[src/hw/rtl/u8esc_pkg.sv]
// Shared types, constants and the sequence decode function of the UTF-8 escape decoder
package u8esc_pkg;

    localparam int unsigned CP_W = 21;

    localparam logic [CP_W-1:0] CP_MAX      = 21'h10FFFF;
    localparam logic [CP_W-1:0] SURR_LO     = 21'h00D800;
    localparam logic [CP_W-1:0] SURR_HI     = 21'h00DFFF;
    localparam logic [CP_W-1:0] ESC_BASE    = 21'h00DC00;
    localparam logic [CP_W-1:0] LEAST_2     = 21'h000080;
    localparam logic [CP_W-1:0] LEAST_3     = 21'h000800;
    localparam logic [CP_W-1:0] LEAST_4     = 21'h010000;

    localparam logic [7:0] LEAD2_MASK = 8'hE0;
    localparam logic [7:0] LEAD2_CODE = 8'hC0;
    localparam logic [7:0] LEAD3_MASK = 8'hF0;
    localparam logic [7:0] LEAD3_CODE = 8'hE0;
    localparam logic [7:0] LEAD4_MASK = 8'hF8;
    localparam logic [7:0] LEAD4_CODE = 8'hF0;
    localparam logic [1:0] CONT_TAG   = 2'b10;

    typedef enum logic [1:0] {
        ST_IDLE = 2'b01,
        ST_RUN  = 2'b10
    } state_t;

    typedef struct packed {
        logic load;
        logic step;
    } cmd_t;

    typedef struct packed {
        logic emit;
        logic last;
    } stat_t;

    typedef struct packed {
        logic            emit;
        logic [2:0]      adv;
        logic [CP_W-1:0] cp;
        logic            esc;
    } dec_t;

    function automatic dec_t u8_decode(input logic [31:0] win, input logic [2:0] avail,
                                       input logic eot);
        dec_t            r;
        logic [7:0]      b0;
        logic [7:0]      b1;
        logic [7:0]      b2;
        logic [7:0]      b3;
        logic [2:0]      len;
        logic [2:0]      lim;
        logic            bad;
        logic [CP_W-1:0] c;
        logic [CP_W-1:0] least;
        b0 = win[7:0];
        b1 = win[15:8];
        b2 = win[23:16];
        b3 = win[31:24];
        if ((b0 & LEAD2_MASK) == LEAD2_CODE) begin
            len   = 3'd2;
            c     = {10'd0, b0[4:0], b1[5:0]};
            least = LEAST_2;
        end else if ((b0 & LEAD3_MASK) == LEAD3_CODE) begin
            len   = 3'd3;
            c     = {5'd0, b0[3:0], b1[5:0], b2[5:0]};
            least = LEAST_3;
        end else if ((b0 & LEAD4_MASK) == LEAD4_CODE) begin
            len   = 3'd4;
            c     = {b0[2:0], b1[5:0], b2[5:0], b3[5:0]};
            least = LEAST_4;
        end else begin
            len   = 3'd0;
            c     = '0;
            least = '0;
        end
        lim = (avail < len) ? avail : len;
        bad = 1'b0;
        if (lim > 3'd1 && b1[7:6] != CONT_TAG) bad = 1'b1;
        if (lim > 3'd2 && b2[7:6] != CONT_TAG) bad = 1'b1;
        if (lim > 3'd3 && b3[7:6] != CONT_TAG) bad = 1'b1;
        r.emit = 1'b1;
        r.adv  = 3'd1;
        r.cp   = ESC_BASE + CP_W'(b0);
        r.esc  = 1'b1;
        if (avail == 3'd0) begin
            r.emit = 1'b0;
        end else if (!b0[7]) begin
            r.cp  = CP_W'(b0);
            r.esc = 1'b0;
        end else if (len == 3'd0 || bad) begin
            r.esc = 1'b1;
        end else if (avail < len) begin
            r.emit = eot;
        end else if (!(c < least || c > CP_MAX || (c >= SURR_LO && c <= SURR_HI))) begin
            r.cp  = c;
            r.adv = len;
            r.esc = 1'b0;
        end
        return r;
    endfunction

endpackage

[src/hw/rtl/u8esc_dpath.sv]
// Datapath: pending byte window, decode step with lookahead, result register
module u8esc_dpath
    import u8esc_pkg::*;
(
    input  logic            aclk,
    input  logic            aresetn,
    input  cmd_t            cmd,
    input  logic [7:0]      in_byte,
    input  logic            in_eot,
    output stat_t           stat,
    output logic [CP_W-1:0] cp_out,
    output logic            esc_out,
    output logic            last_out
);

    logic [31:0]     win_reg;
    logic [31:0]     win_next;
    logic [2:0]      cnt_reg;
    logic [2:0]      cnt_next;
    logic            eot_reg;
    logic [CP_W-1:0] cp_reg;
    logic            esc_reg;
    logic            last_reg;
    logic [31:0]     win_shift;
    logic [2:0]      cnt_left;
    dec_t            dec;
    dec_t            dec_ahead;

    always_comb begin
        dec = u8_decode(win_reg, cnt_reg, eot_reg);
        case (dec.adv)
            3'd1:    win_shift = {8'd0, win_reg[31:8]};
            3'd2:    win_shift = {16'd0, win_reg[31:16]};
            3'd3:    win_shift = {24'd0, win_reg[31:24]};
            default: win_shift = '0;
        endcase
        cnt_left  = cnt_reg - dec.adv;
        dec_ahead = u8_decode(win_shift, cnt_left, eot_reg);
        stat.emit = dec.emit;
        stat.last = !dec_ahead.emit;
    end

    always_comb begin
        win_next = win_reg;
        cnt_next = cnt_reg;
        if (cmd.load) begin
            win_next[{cnt_reg[1:0], 3'b000} +: 8] = in_byte;
            cnt_next = cnt_reg + 3'd1;
        end else if (cmd.step && dec.emit) begin
            win_next = win_shift;
            cnt_next = cnt_left;
        end
    end

    always_ff @(posedge aclk) begin
        if (!aresetn) begin
            cnt_reg <= '0;
        end else begin
            cnt_reg <= cnt_next;
        end
    end

    always_ff @(posedge aclk) begin
        win_reg <= win_next;
        if (cmd.load) begin
            eot_reg <= in_eot;
        end
        if (cmd.step && dec.emit) begin
            cp_reg   <= dec.cp;
            esc_reg  <= dec.esc;
            last_reg <= !dec_ahead.emit;
        end
    end

    assign cp_out   = cp_reg;
    assign esc_out  = esc_reg;
    assign last_out = last_reg;

endmodule

[src/hw/rtl/u8esc_ctrl.sv]
// Controller: accept/run state machine and result word valid
module u8esc_ctrl
    import u8esc_pkg::*;
(
    input  logic  aclk,
    input  logic  aresetn,
    input  logic  s_tvalid,
    output logic  s_tready,
    output logic  m_tvalid,
    input  logic  m_tready,
    input  stat_t stat,
    output cmd_t  cmd
);

    state_t state_reg;
    state_t state_next;
    logic   out_valid_reg;
    logic   out_valid_next;

    always_comb begin
        cmd.load   = (state_reg == ST_IDLE) && s_tvalid;
        cmd.step   = (state_reg == ST_RUN) && (!out_valid_reg || m_tready);
        state_next = state_reg;
        unique case (state_reg)
            ST_IDLE: begin
                if (cmd.load) state_next = ST_RUN;
            end
            ST_RUN: begin
                if (cmd.step && (!stat.emit || stat.last)) state_next = ST_IDLE;
            end
            default: state_next = ST_IDLE;
        endcase
        if (cmd.step && stat.emit) begin
            out_valid_next = 1'b1;
        end else if (m_tready) begin
            out_valid_next = 1'b0;
        end else begin
            out_valid_next = out_valid_reg;
        end
    end

    always_ff @(posedge aclk) begin
        if (!aresetn) begin
            state_reg     <= ST_IDLE;
            out_valid_reg <= 1'b0;
        end else begin
            state_reg     <= state_next;
            out_valid_reg <= out_valid_next;
        end
    end

    assign s_tready = (state_reg == ST_IDLE);
    assign m_tvalid = out_valid_reg;

endmodule

[src/hw/rtl/utf8_decoder_raw_byte_escape_core.sv]
// Top level of the UTF-8 decoder with raw-byte escape
// The decode step emits one result per cycle while m_tready does not stall the output,
// and a new byte is taken once the last result is registered.
// The result register lets a finished word wait while the next byte is accepted.
// Reset (aresetn low, synchronous) clears the pending count, state and m_tvalid.
module utf8_decoder_raw_byte_escape_core
    import u8esc_pkg::*;
(
    input  logic        aclk,
    input  logic        aresetn,
    input  logic        s_tvalid,
    output logic        s_tready,
    input  logic [7:0]  s_tdata,   // [7:0] in_byte
    input  logic        s_tlast,   // end_of_text
    output logic        m_tvalid,
    input  logic        m_tready,
    output logic [23:0] m_tdata,   // [20:0] code_point, [23:21] zero
    output logic        m_tuser,   // is_escaped
    output logic        m_tlast    // last_in_run
);

    cmd_t            cmd;
    stat_t           stat;
    logic [CP_W-1:0] cp;

    u8esc_ctrl u_ctrl (
        .aclk     (aclk),
        .aresetn  (aresetn),
        .s_tvalid (s_tvalid),
        .s_tready (s_tready),
        .m_tvalid (m_tvalid),
        .m_tready (m_tready),
        .stat     (stat),
        .cmd      (cmd)
    );

    u8esc_dpath u_dpath (
        .aclk     (aclk),
        .aresetn  (aresetn),
        .cmd      (cmd),
        .in_byte  (s_tdata),
        .in_eot   (s_tlast),
        .stat     (stat),
        .cp_out   (cp),
        .esc_out  (m_tuser),
        .last_out (m_tlast)
    );

    assign m_tdata = {3'd0, cp};

endmodule

[config.mk]
export PLATFORM = sky130hd
export DESIGN_NAME = utf8_decoder_raw_byte_escape_core
export DESIGN_NICKNAME = d
export VERILOG_FILES = /design/src/hw/rtl/u8esc_pkg.sv /design/src/hw/rtl/u8esc_dpath.sv /design/src/hw/rtl/u8esc_ctrl.sv /design/src/hw/rtl/utf8_decoder_raw_byte_escape_core.sv
export SDC_FILE = /design/constraint.sdc
export NUM_CORES = 1
export LEC_CHECK = 0
export ABC_AREA = 1
export BUFFER_PORTS_ARGS = -buffer_cell sky130_fd_sc_hd__buf_2
export CAP_MARGIN = 10
export CORE_AREA = 2 2 76 115
export DETAILED_ROUTE_END_ITERATION = 10
export DIE_AREA = 0 0 78 117
export MAX_ROUTING_LAYER = met4
export PLACE_DENSITY = 0.71
export SYNTH_ARGS = -nofsm -noshare
export SYNTH_HDL_FRONTEND = slang
export SYNTH_SLANG_ARGS = --single-unit
[constraint.sdc]
create_clock -name aclk -period 4.75 [get_ports aclk]
set_input_delay 0.2375 -clock aclk [delete_from_list [all_inputs] [get_ports aclk]]
set_output_delay 0.2375 -clock aclk [all_outputs]
set_load 0.01 [all_outputs]
==> metrics.md, run 1 <==
| Metric | Value |
|---|---|
| Final min period | 4.47 ns |
| Peak supply drop | 213 uV |
| Req. time, crit path | 4.95 ns |
| Total wire length | 10.6 mm |
| Routed wl met3 | 553 um |
| Critical path's largest stage delay | 0.47 ns |
| Post-route cell area | 4720 um2 |
| DRC violations left | 0 |
| Crit-path max FO | 5 |
| # hold bufs at CTS | 0 |
| Status | finished clean |
| Nets | 537 |
| Syn-to-layout area delta | 18.9% |
| Worst Setup SP | u_dpath.win_reg[3] |
| Post-DP HPWL | 7.97 mm |
| Type of the most critical hold path | input pin to register |
| Yosys warnings | 0 |
| Layout cells sized above 1 | 23.3% |
| Synth Cell Area | 3970 um2 |
| Starting DRT DRC Count | 290 |
| Placed Cells | 593 |
| Clock skew | 0.00818 ns |
| CP max-delay cell | edfxtp_1 |
| Hold Startpoint | s_tlast |
| Hold Violations, Final | 0 |
| Clock buffer depth | 2 |
| Power Density | 344 nW/um2 |
| Final Worst Setup Slack | 0.283 ns |
| CP Data Arrival Time | 4.66 ns |
| Number of fillers in the final layout | 731 |
| # IOs | 41 |
| Largest register FFs | 32 |
| Met2 wire length | 5.61 mm |
| Syn_area_per_cell | 8.78 um2 |
| First-pass GRT wire length | 17.1 mm |
| Setup Viol. Count Final | 0 |
| Area of the multi-input gates | 1830 um2 |
| Register area share after synthesis | 45.4% |
| Vias in the first global route | 3,524 |
| DRT met1 WL | 3.98 mm |
| Initial antenna violation count | 0 |
| Die extent in y | 117 um |
| Vias | 3,515 |
| Critical Path End Type | register |
| Total GRT Usage | 25.3% |
| Worst R2R Start | u_dpath.win_reg[3] |
| Cell Rows | 41 |
| Clk slew on worst S/H paths | 0.05 ns |
| Final ANT Viol Nets | 0 |
| Latest clock arrival within the worst-skew pair | 0.34 ns |
| Pre-CTS setup slack | 0.200 ns |
| P_leak | 2.05 nW |
| Num Clock Sinks | 62 |
| Setup total negative slack | 0 ns |
| Max_slew headroom | 40.7% |
| CTS tree | done |
| Commonest non-fill, non-tap cell in the layout | nand2_1 |
| Pwr Total | 1.62 mW |
| Max layer used | met4 |
| Critical path class | register to register |
| Die ar. | 9130 um2 |
| Largest net degree at the start of global routing | 27 |
| Via density per instance | 5.66 |
| H-tree depth | 3 |
| Most frequent cells in the layout | 76 x nand2_1, 62 x inv_1, 56 x edfxtp_1 |
| Starting Density | 48.4% |
| 1st-pass router iterations | 5 |
| Area after DPL | 4260 um2 |
| Clock root buffer master | clkbuf_16 |
| Fmax | 224 MHz |
| RePlAce Congestion | 0.908 |
| Distinct cells, synth | 46 |
| Routed len/inst | 17.1 um |
| Max Cap Viol | 0 |
| Chip width | 78 um |
| Final Cycle Share | 94.0% |
| Inserted Diodes | 0 |
| CTS Buf Count | 9 |
| Flops & latches, synth | 62 |
| IO buf count | 37 |
| Non-filler cells, final | 621 |
| Global route overflow | 0 |
| FF+latch area | 1800 um2 |
| Crit path launch type | register |
| Slew Viols, Final | 0 |
| Mapped Cells | 452 |
| Core region area | 8210 um2 |
| Worst-Margin Slew | 0.882 ns |
[cell families after synthesis]
family / synth area share [%]
buf+inv: 9.87
simple gates: 24.1
fa+ha+maj: 4.92
compound gates: 15.2
flops: 45.4
other cells: 0.0945
xor+xnor: 0.441
[final timing paths]
check                                           end  slack [ns]  cells past startpoint
worst max-delay path            u_ctrl.state_reg[1]        0.28                     30
worst min-delay path                u_dpath.eot_reg        0.08                      1
worst max register to register  u_ctrl.state_reg[1]        0.28                     30
worst min register to register  u_ctrl.state_reg[1]        0.57                      3
[per-stage QoR]
stage	hold WS (ns)	utilization (%)
after CTS	0.0717	55.7
final	0.0770	57.5
after global placement	0.416	52.0
after detailed placement	0.418	52.0
after global routing	0.0796	57.5
after floorplan	0.306	-
[report_power, final]
group	switching [mW]	total [mW]	leakage, nW	internal, mW
sequential	0.0243	0.652	0.587	0.627
clock	0.231	0.686	0.151	0.455
combinational	0.184	0.284	1.31	0.101
total	0.439	1.62	2.05	1.18
[critical path: cells and delay by family (launching register included)]
family | cells | cell delay, ns
AO/OA/AOI/OAI | 4 | 0.61
XOR/XNOR | 2 | 0.33
adder cells (fa/ha/maj) | 3 | 0.88
buffers and inverters | 3 | 0.34
flip-flops | 1 | 0.47
AND/OR/NAND/NOR | 18 | 1.71
[cell type report]
class / instances / share of cell area (%)
timing repair buffer: 58 / 7.35
clock inverter: 5 / 1.56
clock buffer: 11 / 4.93
sequential: 62 / 38.2
inverter: 74 / 6.23
multi-input combinational: 304 / 38.9
tap: 107 / 2.84
[Yosys cell counts, drive strengths merged]
library cell	n	area share (%)
clkbuf	6	0.82
edfxtp	56	42
clkinv	6	0.88
a211o	1	0.22
nor2	52	6.3
o32ai	8	1.8
a22oi	7	1.3
a31oi	3	0.47
o31ai	3	0.57
nand2	89	9.9
conb	1	0.094
xor2	2	0.44
inv	68	6.5
fa	1	0.50
nand4	13	2.0
nand3	31	4.8
o221a	1	0.28
o21ai	25	3.2
o22ai	24	3.9
a221oi	3	0.66
a21oi	12	1.5
buf	8	1.7
or2	1	0.16
dfxtp	6	3.0
a41oi	1	0.22
o221ai	2	0.44
nor3	2	0.25
o21bai	2	0.38
nand3b	3	0.57
ha	14	4.4
o211ai	1	0.19
[per-layer routing]
| layer | GRT usage (%) | up-vias |
|---|---|---|
| li1 | - | 1688 |
| met1 | 27.0 | 1615 |
| met2 | 43.2 | 169 |
| met3 | 4.60 | 43 |
| met4 | 16.7 | 0 |
| met5 | - | - |
[what timing repair did]
| item | in CTS | in global routing |
|---|---|---|
| buffers inserted | 0 | 12 |
| gates resized for setup | 0 | 13 |
| endpoints found under the setup margin | 0 | 3 |
Note: power is estimated with default switching activity, not from simulation.
==> inputs of run 2 (changes only) <==
Settings changed: MAX_ROUTING_LAYER met4 to not set.
==> run 2 against run 1 <==
Compared with the run above:
- clock power is essentially flat
- die area is the same
- sequential cell count is the same
- total power shrank 1.1%
- worst hold slack gained 0.0064 ns
- count of clock-buffer cells in the layout grew 1
- via count shrank 0.85%
- global-route usage shrank 2.1 points
- non-clock buffer count shrank 6
- maximum frequency grew 1.6%
- largest cell class unchanged
==> metrics.md, run 2 (synthesis gave the netlist of run 1 again) <==
| Metric | Value |
|---|---|
| Status | finished clean |
| Routed len/inst | 16.5 um (-3.4%) |
| Met2 wire length | 5.35 mm (-4.7%) |
| Initial antenna violation count | 0 (unchanged) |
| Crit path launch type | register |
| Syn-to-layout area delta | 17.0% |
| Max Cap Viol | 0 (unchanged) |
| CTS Buf Count | 9 (unchanged) |
| Commonest non-fill, non-tap cell in the layout | nand2_1 |
| Crit-path max FO | 6 (+1) |
| Clock skew | 0.0102 ns (+0.00202 ns) |
| Num Clock Sinks | 62 (unchanged) |
| Total wire length | 10.1 mm (-4.3%) |
| Total GRT Usage | 23.3% (-2.1 points) |
| Peak supply drop | 209 uV (-2.0%) |
| H-tree depth | 3 (unchanged) |
| Reg2Reg Depth | 30 (unchanged) |
| Global route overflow | 0 (unchanged) |
| First-pass GRT wire length | 16.2 mm (-5.6%) |
| Flop pwr share | 40.7% (+0.5 points) |
| Final Cycle Share | 92.6% (-1.4 points) |
| # IOs | 41 (unchanged) |
| CP max-delay cell | edfxtp_1 |
| CP Data Arrival Time | 4.59 ns (-0.07 ns) |
| Die ar. | 9130 um2 (unchanged) |
| RePlAce Congestion | 0.896 (-1.3%) |
| Max layer used | met4 |
| Placed Cells | 593 (unchanged) |
| Non-filler cells, final | 615 (-0.97%) |
| Critical path class | register to register |
| Largest net degree at the start of global routing | 27 (unchanged) |
| Setup Viol. Count Final | 0 (unchanged) |
| Critical Path End Type | register |
| Slew Viols, Final | 0 (unchanged) |
| Power Density | 346 nW/um2 (+0.47%) |
| Routed wl met3 | 624 um (+13%) |
| Chip width | 78 um (unchanged) |
| Max_slew headroom | 52.3% (+12 points) |
| Post-DP HPWL | 7.72 mm (-3.1%) |
| Internal power | 1.18 mW (-0.64%) |
| Worst-Margin Slew | 0.710 ns (-0.172 ns) |
| Layout cells sized above 1 | 22.0% (-1.3 points) |
| Vias | 3,485 (-0.85%) |
| Latest clock arrival within the worst-skew pair | 0.33 ns (about the same) |
| # hold bufs at CTS | 0 (unchanged) |
| Via density per instance | 5.67 (+0.11%) |
| Vias in the first global route | 3,304 (-6.2%) |
| Clock power share | 42.6% (+0.3 points) |
| Pwr Total | 1.60 mW (-1.1%) |
| Clock root buffer master | clkbuf_16 |
| FF-to-FF setup slack | 0.35 ns (+0.07 ns) |
| Starting Density | 48.4% (unchanged) |
| Worst hold path cell count | 1 (unchanged) |
| Clock buffer depth | 2 (unchanged) |
| Starting DRT DRC Count | 348 (+20%) |
| Hold Path End | u_dpath.eot_reg |
| Fmax | 227 MHz (+1.6%) |
| Core region area | 8210 um2 (unchanged) |
| Final ANT Viol Nets | 0 (unchanged) |
| Cell Rows | 41 (unchanged) |
| Net Sw Power | 0.428 mW (-2.5%) |
| Most frequent cells in the layout | 76 x nand2_1, 63 x inv_1, 56 x edfxtp_1 |
| Req. time, crit path | 4.94 ns (about the same) |
| 1st-pass router iterations | 8 (+3) |
| Gate power share | 16.8% (-0.7 points) |
| DRT met1 WL | 3.79 mm (-4.8%) |
| Nets | 531 (-1.1%) |
| Inserted Diodes | 0 (unchanged) |
| Critical path's largest stage delay | 0.48 ns (about the same) |
| Cell mode on critical path | nand2_1 |
| P_leak | 2.01 nW (-1.8%) |
| IO buf count | 37 (unchanged) |
| Reg2reg end | u_ctrl.state_reg[1] |
| Final min period | 4.40 ns (-0.0685 ns) |
| Hold Violations, Final | 0 (unchanged) |
| Hold Startpoint | s_tlast |
| Largest register FFs | 32 (unchanged) |
| Die extent in y | 117 um (unchanged) |
| DRC violations left | 0 (unchanged) |
| CTS tree | done |
| Type of the most critical hold path | input pin to register |
| Clk slew on worst S/H paths | 0.05 ns (about the same) |
| Worst R2R Start | u_dpath.win_reg[3] |
| Switching share of power | 26.7% (-0.36 points) |
## run 2: worst max path at each step
stage                                   from                  end  slack, ns  cells past startpoint
after floorplan           u_dpath.win_reg[3]  u_ctrl.state_reg[1]       0.03                     30
after global placement    u_dpath.win_reg[7]  u_ctrl.state_reg[1]       0.43                     31
after detailed placement  u_dpath.win_reg[7]  u_ctrl.state_reg[1]       0.25                     31
after CTS                 u_dpath.win_reg[7]  u_ctrl.state_reg[1]       0.22                     31
after global routing      u_dpath.win_reg[5]  u_ctrl.state_reg[0]     -0.002                     35
final                     u_dpath.win_reg[3]  u_ctrl.state_reg[1]       0.35                     30
## run 2: power groups by stage
stage	clock (mW)	combinational (mW)	sequential (mW)
2_1_floorplan	0	0.192	0.653
3_3_place_gp	0	0.247	0.661
3_5_place_dp	0	0.253	0.661
4_1_cts	0.691	0.254	0.650
5_1_grt	0.713	0.298	0.653
6_report	0.683	0.269	0.653
## run 2: stage by stage
step                      setup TNS (ns)  area (um2)  util, %  worst slack [ns]  hold slack, ns
after floorplan                        0        3980        -            0.0277           0.306
after global placement                 0        4260     52.0             0.430           0.416
after detailed placement               0        4260     52.0             0.249           0.419
after CTS                              0        4570     55.7             0.215          0.0758
after global routing            -0.00213        4640     56.6          -0.00213          0.0892
final                                  0        4640     56.6             0.351          0.0834
## run 2: cell type report
type	count	area [um2]
fillers	762	3570
multi-input cells	304	1810
flip-flops and latches	62	1800
repair buffers	52	298
inverters	74	294
clock buffers	12	236
well taps	107	134
clock inverters	4	71.3
## run 2: metal layers
| metal | up-vias | track usage [%] |
|---|---|---|
| met5 | - | 0 |
| met4 | 0 | 14.3 |
| met3 | 36 | 3.99 |
| met2 | 157 | 41.3 |
| met1 | 1621 | 26.1 |
| li1 | 1671 | - |
## run 2: worst max-delay path: cells and delay by family, from the launching register on
kind / cells / cell delay, ns
AO/OA/AOI/OAI: 4 / 0.69
adder cells (fa/ha/maj): 2 / 0.60
flip-flops: 1 / 0.48
buffers and inverters: 3 / 0.36
AND/OR/NAND/NOR: 21 / 2.15
## run 2: timing repair
action | in CTS | in global routing
gates resized for setup | 0 | 8
endpoints found under the setup margin | 0 | 2
hold endpoints to repair | 0 | 0
setup buffers | 0 | 6
